===== config.mk =====
export PLATFORM = sky130hd
export DESIGN_NAME = pulse_edge_window_capture_top
export DESIGN_NICKNAME = d
export VERILOG_FILES = /design/src/hdl/pewc_pkg.sv /design/src/hdl/pulse_edge_window_capture_top.sv /design/src/hdl/pewc_cfg.sv /design/src/hdl/pewc_win.sv
export SDC_FILE = /design/constraint.sdc
export NUM_CORES = 1
export LEC_CHECK = 0
export BUFFER_PORTS_ARGS = -buffer_cell sky130_fd_sc_hd__buf_2
export CAP_MARGIN = 10
export CORE_MARGIN = 4
export CORE_UTILIZATION = 38
export DETAILED_ROUTE_END_ITERATION = 8
export PLACE_DENSITY = 0.71
export SYNTH_ARGS = -nofsm -noshare
export SYNTH_HDL_FRONTEND = slang
export SYNTH_SLANG_ARGS = --single-unit

===== constraint.sdc =====
create_clock -name i_clk -period 11.2 [get_ports i_clk]
set_clock_uncertainty 0.05 [all_clocks]
set_input_delay 0.56 -clock i_clk [delete_from_list [all_inputs] [get_ports i_clk]]
set_output_delay 0.56 -clock i_clk [all_outputs]
set_load 0.1 [all_outputs]

===== src/hdl/pewc_pkg.sv =====
package pewc_pkg;

    // Event kinds carried in req_type
    localparam logic [1:0] REQ_RISE  = 2'd0;
    localparam logic [1:0] REQ_FALL  = 2'd1;
    localparam logic [1:0] REQ_START = 2'd2;
    localparam logic [1:0] REQ_STOP  = 2'd3;

    // Sequence id field inside the event id
    localparam int SEQ_LSB = 20;
    localparam int SEQ_W   = 12;
    localparam int SEQ_OUT_W = 4;

    localparam int TIME_W   = 64;
    localparam int COUNT_W  = 16;
    localparam int OFFSET_W = 31;
    localparam int WORD_W   = 32;

    // Configuration register indexes and bus shape
    localparam int PADDR_W = 3;
    localparam logic REG_LEVEL = 1'b0;

    localparam int DEF_NUM_SEQ_IDS = 16;

    typedef struct packed {
        logic [1:0]        req_type;
        logic [TIME_W-1:0] event_id;
        logic [TIME_W-1:0] timestamp;
    } t_item;

    typedef struct packed {
        logic [SEQ_OUT_W-1:0] seq_id;
        logic [COUNT_W-1:0]   rising_count;
        logic [COUNT_W-1:0]   falling_count;
        logic [OFFSET_W-1:0]  rising_offset;
        logic [OFFSET_W-1:0]  falling_offset;
        logic                 rising_valid;
        logic                 falling_valid;
        logic signed [WORD_W-1:0] pulse_length;
        logic                 length_valid;
        logic [WORD_W-1:0]    level_word;
        logic [WORD_W-1:0]    publish_count;
    } t_rec;

endpackage


===== src/hdl/pulse_edge_window_capture_top.sv =====
// Pulse edge window capture. Takes one event word per clock cycle: a start
// opens a measurement window, rising and falling edges inside it are counted
// and the first of each kind is timed against the start, and a stop closes
// the window and sends out one record word. Events whose sequence id (event
// id bits 31:20) is at or above NUM_SEQ_IDS, and edges or stops outside a
// window, are dropped. From input acceptance the word sits in the input
// register while the window logic (a 64-bit subtract and saturate) works on
// it, and the record is then loaded into the result register. Input stalls
// only when a stop sits in the input register behind a record that the
// consumer has not yet taken.
// Write comparator_level only while idle.
module pulse_edge_window_capture_top
    import pewc_pkg::*;
#(
    parameter int NUM_SEQ_IDS = DEF_NUM_SEQ_IDS
) (
    input  logic                     i_clk,
    input  logic                     i_rst_n,
    // configuration port
    input  logic                     psel,
    input  logic                     penable,
    input  logic                     pwrite,
    input  logic [PADDR_W-1:0]       paddr,
    input  logic [WORD_W-1:0]        pwdata,
    output logic [WORD_W-1:0]        prdata,
    output logic                     pready,
    // event input
    input  logic                     i_in_valid,
    output logic                     o_in_stall,
    input  logic [1:0]               i_req_type,
    input  logic [TIME_W-1:0]        i_event_id,
    input  logic [TIME_W-1:0]        i_timestamp,
    // record output
    output logic                     o_out_valid,
    input  logic                     i_out_stall,
    output logic [SEQ_OUT_W-1:0]     o_seq_id,
    output logic [COUNT_W-1:0]       o_rising_count,
    output logic [COUNT_W-1:0]       o_falling_count,
    output logic [OFFSET_W-1:0]      o_rising_offset,
    output logic [OFFSET_W-1:0]      o_falling_offset,
    output logic                     o_rising_valid,
    output logic                     o_falling_valid,
    output logic signed [WORD_W-1:0] o_pulse_length,
    output logic                     o_length_valid,
    output logic [WORD_W-1:0]        o_level_word,
    output logic [WORD_W-1:0]        o_publish_count
);

    logic [WORD_W-1:0] level;
    logic              r_in_valid;
    t_item             r_in;
    logic              r_out_valid;
    t_rec              r_out;
    logic              emit;
    t_rec              rec;
    logic              out_free;
    logic              proc;
    logic              acc;

    pewc_cfg u_cfg (
        .i_clk   (i_clk),
        .i_rst_n (i_rst_n),
        .psel    (psel),
        .penable (penable),
        .pwrite  (pwrite),
        .paddr   (paddr),
        .pwdata  (pwdata),
        .prdata  (prdata),
        .pready  (pready),
        .o_level (level)
    );

    pewc_win #(
        .NUM_SEQ_IDS (NUM_SEQ_IDS)
    ) u_win (
        .i_clk   (i_clk),
        .i_rst_n (i_rst_n),
        .i_fire  (proc),
        .i_item  (r_in),
        .i_level (level),
        .o_emit  (emit),
        .o_rec   (rec)
    );

    // Handshake between the two register stages
    assign out_free   = !r_out_valid || !i_out_stall;
    assign proc       = r_in_valid && (!emit || out_free);
    assign o_in_stall = r_in_valid && !proc;
    assign acc        = i_in_valid && !o_in_stall;

    // Input register
    always_ff @(posedge i_clk) begin
        if (!i_rst_n) begin
            r_in_valid <= 1'b0;
        end else if (acc) begin
            r_in_valid <= 1'b1;
        end else if (proc) begin
            r_in_valid <= 1'b0;
        end
    end

    always_ff @(posedge i_clk) begin
        if (acc) begin
            r_in.req_type  <= i_req_type;
            r_in.event_id  <= i_event_id;
            r_in.timestamp <= i_timestamp;
        end
    end

    // Result register: load a record, drop it once taken
    always_ff @(posedge i_clk) begin
        if (!i_rst_n) begin
            r_out_valid <= 1'b0;
        end else if (proc && emit) begin
            r_out_valid <= 1'b1;
        end else if (!i_out_stall) begin
            r_out_valid <= 1'b0;
        end
    end

    always_ff @(posedge i_clk) begin
        if (proc && emit) begin
            r_out <= rec;
        end
    end

    assign o_out_valid      = r_out_valid;
    assign o_seq_id         = r_out.seq_id;
    assign o_rising_count   = r_out.rising_count;
    assign o_falling_count  = r_out.falling_count;
    assign o_rising_offset  = r_out.rising_offset;
    assign o_falling_offset = r_out.falling_offset;
    assign o_rising_valid   = r_out.rising_valid;
    assign o_falling_valid  = r_out.falling_valid;
    assign o_pulse_length   = r_out.pulse_length;
    assign o_length_valid   = r_out.length_valid;
    assign o_level_word     = r_out.level_word;
    assign o_publish_count  = r_out.publish_count;

endmodule


===== src/hdl/pewc_cfg.sv =====
module pewc_cfg
    import pewc_pkg::*;
(
    input  logic               i_clk,
    input  logic               i_rst_n,
    input  logic               psel,
    input  logic               penable,
    input  logic               pwrite,
    input  logic [PADDR_W-1:0] paddr,
    input  logic [WORD_W-1:0]  pwdata,
    output logic [WORD_W-1:0]  prdata,
    output logic               pready,
    output logic [WORD_W-1:0]  o_level
);

    logic              wr_level;
    logic [WORD_W-1:0] r_level;

    assign pready   = 1'b1;
    assign wr_level = psel && penable && pwrite && (paddr[PADDR_W-1] == REG_LEVEL);

    // Hold the comparator level word
    always_ff @(posedge i_clk) begin
        if (!i_rst_n) begin
            r_level <= '0;
        end else if (wr_level) begin
            r_level <= pwdata;
        end
    end

    // Read back; addresses past the list read zero
    always_comb begin
        if (paddr[PADDR_W-1] == REG_LEVEL) begin
            prdata = r_level;
        end else begin
            prdata = '0;
        end
    end

    assign o_level = r_level;

endmodule


===== src/hdl/pewc_win.sv =====
module pewc_win
    import pewc_pkg::*;
#(
    parameter int NUM_SEQ_IDS = DEF_NUM_SEQ_IDS
) (
    input  logic              i_clk,
    input  logic              i_rst_n,
    input  logic              i_fire,
    input  t_item             i_item,
    input  logic [WORD_W-1:0] i_level,
    output logic              o_emit,
    output t_rec              o_rec
);

    localparam logic [SEQ_W:0] SEQ_LIM = (SEQ_W+1)'(NUM_SEQ_IDS);

    logic                 r_armed;
    logic [TIME_W-1:0]    r_start;
    logic [SEQ_OUT_W-1:0] r_seq;
    logic [COUNT_W-1:0]   r_rcnt;
    logic [COUNT_W-1:0]   r_fcnt;
    logic [OFFSET_W-1:0]  r_roff;
    logic [OFFSET_W-1:0]  r_foff;
    logic [WORD_W-1:0]    r_pub;

    logic [SEQ_W-1:0]    seq;
    logic                in_range;
    logic                live;
    logic [TIME_W-1:0]   diff;
    logic [OFFSET_W-1:0] offset;
    logic                rv;
    logic                fv;

    assign seq      = i_item.event_id[SEQ_LSB +: SEQ_W];
    assign in_range = {1'b0, seq} < SEQ_LIM;
    assign live     = in_range && (r_armed || (i_item.req_type == REQ_START));

    // Offset from window start, saturated to 31 bits
    assign diff   = i_item.timestamp - r_start;
    assign offset = (|diff[TIME_W-1:OFFSET_W]) ? '1 : diff[OFFSET_W-1:0];

    assign o_emit = live && (i_item.req_type == REQ_STOP);

    // Advance window state on each processed word
    always_ff @(posedge i_clk) begin
        if (!i_rst_n) begin
            r_armed <= 1'b0;
            r_start <= '0;
            r_seq   <= '0;
            r_rcnt  <= '0;
            r_fcnt  <= '0;
            r_roff  <= '0;
            r_foff  <= '0;
            r_pub   <= '0;
        end else if (i_fire && live) begin
            case (i_item.req_type)
                REQ_START: begin
                    r_armed <= 1'b1;
                    r_start <= i_item.timestamp;
                    r_seq   <= seq[SEQ_OUT_W-1:0];
                    r_rcnt  <= '0;
                    r_fcnt  <= '0;
                    r_roff  <= '0;
                    r_foff  <= '0;
                end
                REQ_RISE: begin
                    if (r_rcnt == '0) begin
                        r_roff <= offset;
                    end
                    if (r_rcnt != '1) begin
                        r_rcnt <= r_rcnt + COUNT_W'(1);
                    end
                end
                REQ_FALL: begin
                    if (r_fcnt == '0) begin
                        r_foff <= offset;
                    end
                    if (r_fcnt != '1) begin
                        r_fcnt <= r_fcnt + COUNT_W'(1);
                    end
                end
                REQ_STOP: begin
                    r_armed <= 1'b0;
                    r_pub   <= r_pub + WORD_W'(1);
                end
                default: begin
                    r_armed <= r_armed;
                end
            endcase
        end
    end

    // Build the record for a stop
    assign rv = r_rcnt != '0;
    assign fv = r_fcnt != '0;

    always_comb begin
        o_rec.seq_id         = r_seq;
        o_rec.rising_count   = r_rcnt;
        o_rec.falling_count  = r_fcnt;
        o_rec.rising_offset  = rv ? r_roff : '0;
        o_rec.falling_offset = fv ? r_foff : '0;
        o_rec.rising_valid   = rv;
        o_rec.falling_valid  = fv;
        o_rec.length_valid   = rv && fv;
        o_rec.pulse_length   = (rv && fv) ?
            signed'({1'b0, r_foff} - {1'b0, r_roff}) : '0;
        o_rec.level_word     = i_level;
        o_rec.publish_count  = r_pub + WORD_W'(1);
    end

endmodule


Yosys cells after proc, flatten, opt, wreduce, memory -nomap -nowiden
Index checks and enable logic that the tools add are counted.

Bitwise operators: 1. Reduce and logical (&&, ||, !) cells: 36. Order comparisons: 1. Add/sub/neg operators: 5. Equality and inequality tests: 10. Mux-type cells: 15.

Operator list (count): $pmux W31 S2 (2); $mux W31 (3); $pmux W16 S2 (2); $sub A64 B64 Y64 (1); $reduce_or A33 Y1 (1); $add A16 B1 Y16 const B (2); $add A32 B1 Y32 const B (1); $logic_not A16 Y1 (2); $mux W16 (2); $mux W32 (1); $ne A16 B16 Y1 const B (2); $reduce_bool A16 Y1 (2); $sub A31 B31 Y32 (1); $lt A12 B5 Y1 const B (1); $reduce_and A3 Y1 (4); $logic_and A1 B1 Y1 (11); $ne A2 B1 Y1 const B (5); $reduce_bool A2 Y1 (4); $reduce_and A2 Y1 (3); $logic_not A1 Y1 (5); $eq A2 B2 Y1 const B (2); $mux W1 (4); $logic_or A1 B1 Y1 (3); $eq A2 B1 Y1 const B (1); 3 further kinds (3).

Output and inout port bits: 232. Word-level logic and storage cells: 93. Input bits: 172. Register bits after elaboration: 524.

Depth between registers and ports, before layout
Word-level depth: 12. Gate-level depth with buffers: 16. Mapped depth without buffers: 15.

Cells and area by module
From an unflattened synthesis, not the netlist that was laid out.

Cell total of the unflattened synthesis: 2654. Area total of the unflattened synthesis: 27117.3 µm².

Modules (own cells, without submodules): pewc_win (cells an instance 2139, times used 1, seq. area each 3903.7 µm², area each 15665.0 µm²); pulse_edge_window_capture_top (cells an instance 338, times used 1, seq. area each 9859.5 µm², area each 9914.5 µm²); pewc_cfg (cells an instance 177, times used 1, seq. area each 640.6 µm², area each 1537.7 µm²).

Worst setup path after synthesis
Ideal clock, no wire load.

Kind: register -> register. From: reg r_in[92] (netlist name). To: reg u_win.r_pub[25]. Clock period less this slack: 11.047 ns. Setup slack: 0.153 ns. Arrival: 10.882 ns. Setup time: 0.115 ns. Required time: 11.035 ns. Buffers on the path: 0. Stages on the path, launching flop included: 8. Cell sequence: edfxtp_1 or4b_2 nor4_2 nand2_1 nor2_1 nand2_1 xnor2_1 and2_1.

Cells in the longest elaborated chain, start to end: 8.

Ends and longest elaborated chain: start: declaration (line pulse_edge_window_capture_top.sv:51) `t_item r_in;`; $lt A12 B5 Y1 (*) (line pewc_win.sv:35) `assign in_range = {1'b0, seq} < SEQ_LIM;`; $logic_and A1 B1 Y1 (*) (line pewc_win.sv:36) `assign live = in_range && (r_armed || (i_item.req_type == REQ_START));`; $logic_and A1 B1 Y1 (line pewc_win.sv:42) `assign o_emit = live && (i_item.req_type == REQ_STOP);`; $logic_not A1 Y1 (line pulse_edge_window_capture_top.sv:87) `assign proc = r_in_valid && (!emit || out_free);`; $logic_or A1 B1 Y1 (line pulse_edge_window_capture_top.sv:87); $logic_and A1 B1 Y1 (line pulse_edge_window_capture_top.sv:87); $logic_and A1 B1 Y1 (*) (line pewc_win.sv:55) `end else if (i_fire && live) begin`; $reduce_and A2 Y1 (no line) (*); end signal: assignment (line pewc_win.sv:84) `r_pub <= r_pub + WORD_W'(1);`; end: declaration (line pewc_win.sv:24) `logic [WORD_W-1:0] r_pub;`.

Every way passes the cells marked *; elsewhere a longest branch is shown, timed or not. A chain may end at the register's enable or synchronous reset.

Worst setup path in the final report
From: reg r_in[18] (netlist name). To: reg u_win.r_foff[7].

Cells in the longest elaborated chain, start to end: 5.

Ends and longest elaborated chain: $sub A64 B64 Y64 (line pewc_win.sv:39) `assign diff = i_item.timestamp - r_start;`; $reduce_or A33 Y1 (line pewc_win.sv:40) `assign offset = (|diff[TIME_W-1:OFFSET_W]) ? '1 : diff[OFFSET_W-1:0];`; $mux W31 (line pewc_win.sv:40); $mux W31 (line pewc_win.sv:75) `if (r_fcnt == '0) begin`; $pmux W31 S2 (line pewc_win.sv:56) `case (i_item.req_type)`; end signal: assignment (line pewc_win.sv:76) `r_foff <= offset;`; end: declaration (line pewc_win.sv:23) `logic [OFFSET_W-1:0] r_foff;`.

No other way between the ends. The select of a mux whose other input is x is not followed.

==> impl_results.md <==
* Reg-to-reg slack, setup at 6.27 ns
* Max-Cap Viols at 0
* Post-synth EDFFs at 275
* Buffers & Inverters on Critical Path at 1
* Synth area leaders: edfxtp_1 (34%), dfxtp_1 (19%), nand2_1 (6.1%), ha_1 (5.1%), a21boi_0 (3.6%)
* PortBufs at between 300 and 400
* Clock-pin slew on the worst setup and hold paths at ~0.070 ns
* Final Wtd Congestion at 0.911
* DRT iter0 DRCs at 1388
* Layout Cell Area excl Fill at 28800 sq um
* Dpl cell area at 27000 sq um
* Vias in the first global route at 17728
* First-pass GRT wire length at approximately 99000 microns
* Yosys top cell area share at 33.8%
* CP Data Arrival Time at 5.32 ns
* Vias per cell at 5.16
* Total Wirelength at approximately 65000 microns
* Initial core utilization at 38.6%
* Hold Path Cell Cnt at 1
* Setup CP Type: reg -> reg
* Setup repair bufs after CTS at 0
* Cell family with most CP delay: simple AND/OR/NAND/NOR gates
* Cell Area, Synth at 24400 sq um
* Setup TNS at 0 ns
* #FFs+latches synth at around 500
* Seq pwr share at a little under half
* Leakage at 10.7 nW
* Outcome: complete, no violations
* Final min period at 4.93 ns
* Async S/R FF share, synth at 0%
* R2R Path Start: r_in[18]
* Drt pass-1 iters at 5
* Worst-skew pair later-pin latency at 0.59 ns
* CTS Sinks at 504
* Pwr dens at 145 nW/um^2
* Commonest cells in the netlist: nand2_1 (397), edfxtp_1 (275), dfxtp_1 (229)
* Wire per inst at 17.7 microns
* Path type of the worst min-delay path: in -> reg
* TritonCTS Buffers at 54
* Root buffer cell: clkbuf_16
* Die Area at around 68000 sq um
* Pins Over Slew Limit at 0
* Unrepaired setup endpoints after global routing: no
* Beginning of the worst hold path: i_timestamp[33]
* CTS max path bufs at 3
* Top_reg_cell synth: edfxtp_1
* Fin. Hold Viols at 0
* Antenna-violating nets left at 0
* Most frequent cell after synthesis: nand2_1
* Height of the die at 262 microns
* Vias at approximately 19000
* Number of cell rows at 92
* Area Overhead vs Synth at 18.0%
* Antenna violations before repair at 9
* DIE WIDTH at 262 microns
* Area leader, netlist: edfxtp_1
* Post-cts resize count at 0
* Share of cells above drive strength 1 at 17.7%
* DP HPWL at 46400 microns
* H-tree levels at 2
* Syn Nets at ~2700
* Internal power at 0.00319 W
* DR DRC count at 0
* Worst Max-Slew Pin Slew at 1.13 ns
* Pin count of the biggest net entering global routing at 105
* Total global-route track usage at 18.2%
* Combinational share of power at 7.9%
* Worst VDD drop at 0.121 mV
* Fmax at 0.203 GHz
* Layout Nets at 3041
* Clock share of power at roughly 45%
* Synth Instances at 2454
* WHS Endpoint: r_in[33]
* Hold-fix buffer count after cts at 0
* I/O pin cnt at between 400 and 500
* Setup Viol. Count Final at 0
* Relative slew slack at between 20 and 25%
* Crit Reg-Reg Endpoint: u_win.r_foff[7]
* CP Capture Type: flop
* Syn avg cell area at 9.96 sq um
* Max incr delay on CP at around 0.48 ns
* Crit-path cells: ha_1 > nand2_1 > nor4_2 > nand3_1 > a211oi_1 > nor2_1 > o31ai_1 > xnor2_1 > o311ai_0 > nor3_1 > nand4_2 > o41ai_4 > buf_4 > o211ai_1
* Final period utilization at 44.0%
* Req. time, crit path at 11.60 ns
* Switching share of power at 23.5%
* CORE AREA at roughly 63000 sq um
* Seq/Total Area, Yosys at 52.6%
* Synth cell types at 83
* Launch point of the critical path: r_in[18]
* YS warnings at 0
* CTS tree: yes
* Reg2reg path depth at 14
* Global route overflow at 0
* CP Max Fanout at 31
* Critical path startpoint category: flop
* Net switching power at 0.000979 W
* Worst path slowest cell: edfxtp_1
==> power groups by stage <==
stage | combinational (W) | sequential (W) | clock (W)
after detailed placement | 0.000324 | 0.00202 | 0
final | 0.000327 | 0.00199 | 0.00185
after global routing | 0.000360 | 0.00199 | 0.00199
after CTS | 0.000326 | 0.00199 | 0.00191
after floorplan | 0.000231 | 0.00202 | 0
after global placement | 0.000323 | 0.00202 | 0
==> worst reg2reg max path, delay by kind of cell (launching register included) <==
kind                     cells  cell delay, ns
AND/OR/NAND/NOR              6            1.64
AO/OA/AOI/OAI                5            1.58
flip-flops                   1            0.48
adder cells (fa/ha/maj)      1            0.45
buffers and inverters        1            0.39
XOR/XNOR                     1            0.22
==> per-layer routing <==
layer  up-vias  global-route usage (%)  share of wire, %
met4         4                    5.69               2.9
met2       508                    30.4                48
met3       125                    3.21               5.9
met5         -                       0             0.048
li1       9293                       -                 -
met1      8953                    24.2                43
==> sequential cells by signal, indices dropped and copies added, names as in the netlist, 32 cells and up <==
register	flops
o_publish_count	32
u_win.r_start	64
o_pulse_length	32
u_cfg.o_level	32
r_in	78
u_win.r_pub	32
o_level_word	32
==> logic make-up after synthesis <==
family | Yosys count | synth area share (%)
AO/OA/AOI/OAI | 544 | 15.4
XOR/XNOR | 129 | 4.62
adder cells (fa/ha/maj) | 101 | 5.23
buffers and inverters | 248 | 3.97
flip-flops | 504 | 52.6
multiplexers | 10 | 0.435
other | 1 | 0.0154
AND/OR/NAND/NOR | 917 | 17.8
==> cell type report <==
cell class                      count  area (sq um)
Antenna cell                        4          10.0
Clock buffer                       68          1490
Clock inverter                     32           379
Fill cell                        5998         34500
Inverter                          138           518
Multi-Input combinational cell   1702         10600
Sequential cell                   504         12800
Tap cell                          846          1060
Timing Repair Buffer              368          1890
==> layout by cell type, fill, tap and decap left out, types with 8 or more instances in the layout <==
cell type     n
a211oi_1     12
a21boi_0    116
a21o_1       34
a21oi_1     114
a22oi_1      54
a31oi_1       8
and2_1       86
and3_1       24
buf_2       347
buf_4        21
clkbuf_16    55
clkinv_2      8
clkinvlp_4    8
dfxtp_1     229
edfxtp_1    275
ha_1         99
inv_1       138
nand2_1     396
nand2b_1     20
nand3_1      55
nand4_1      33
nor2_1      145
nor2b_1      49
nor3_1       25
nor4_1       12
o211ai_1     17
o21a_1       16
o21ai_0      70
o21ai_1      12
o21bai_1     14
o31ai_1      11
or3_1        36
xnor2_1      77
xor2_1       52
==> worst max-delay path by stage <==
stage / slack, ns / cells after the start / to
2_1_floorplan: 0.15 / 7 / u_win.r_pub[25]
3_3_place_gp: 6.35 / 11 / u_win.r_pub[25]
3_5_place_dp: 6.33 / 11 / u_win.r_pub[25]
4_1_cts: 6.22 / 11 / u_win.r_pub[25]
5_1_grt: 5.93 / 11 / u_win.r_pub[25]
6_report: 6.27 / 14 / u_win.r_foff[7]
==> per-stage QoR <==
step           setup slack, ns  utilization, %  hold slack, ns  total power, W  std cells
5_1_grt                   5.93            45.5          0.0475         0.00434       3662
3_3_place_gp              6.35            42.6           0.362         0.00235       3558
2_1_floorplan            0.153               -           0.358         0.00225       2454
4_1_cts                   6.22            45.5          0.0426         0.00422       3658
3_5_place_dp              6.33            42.6           0.375         0.00235       3558
6_report                  6.27            45.5          0.0856         0.00417       3662
(Power assumes the default switching activity.)
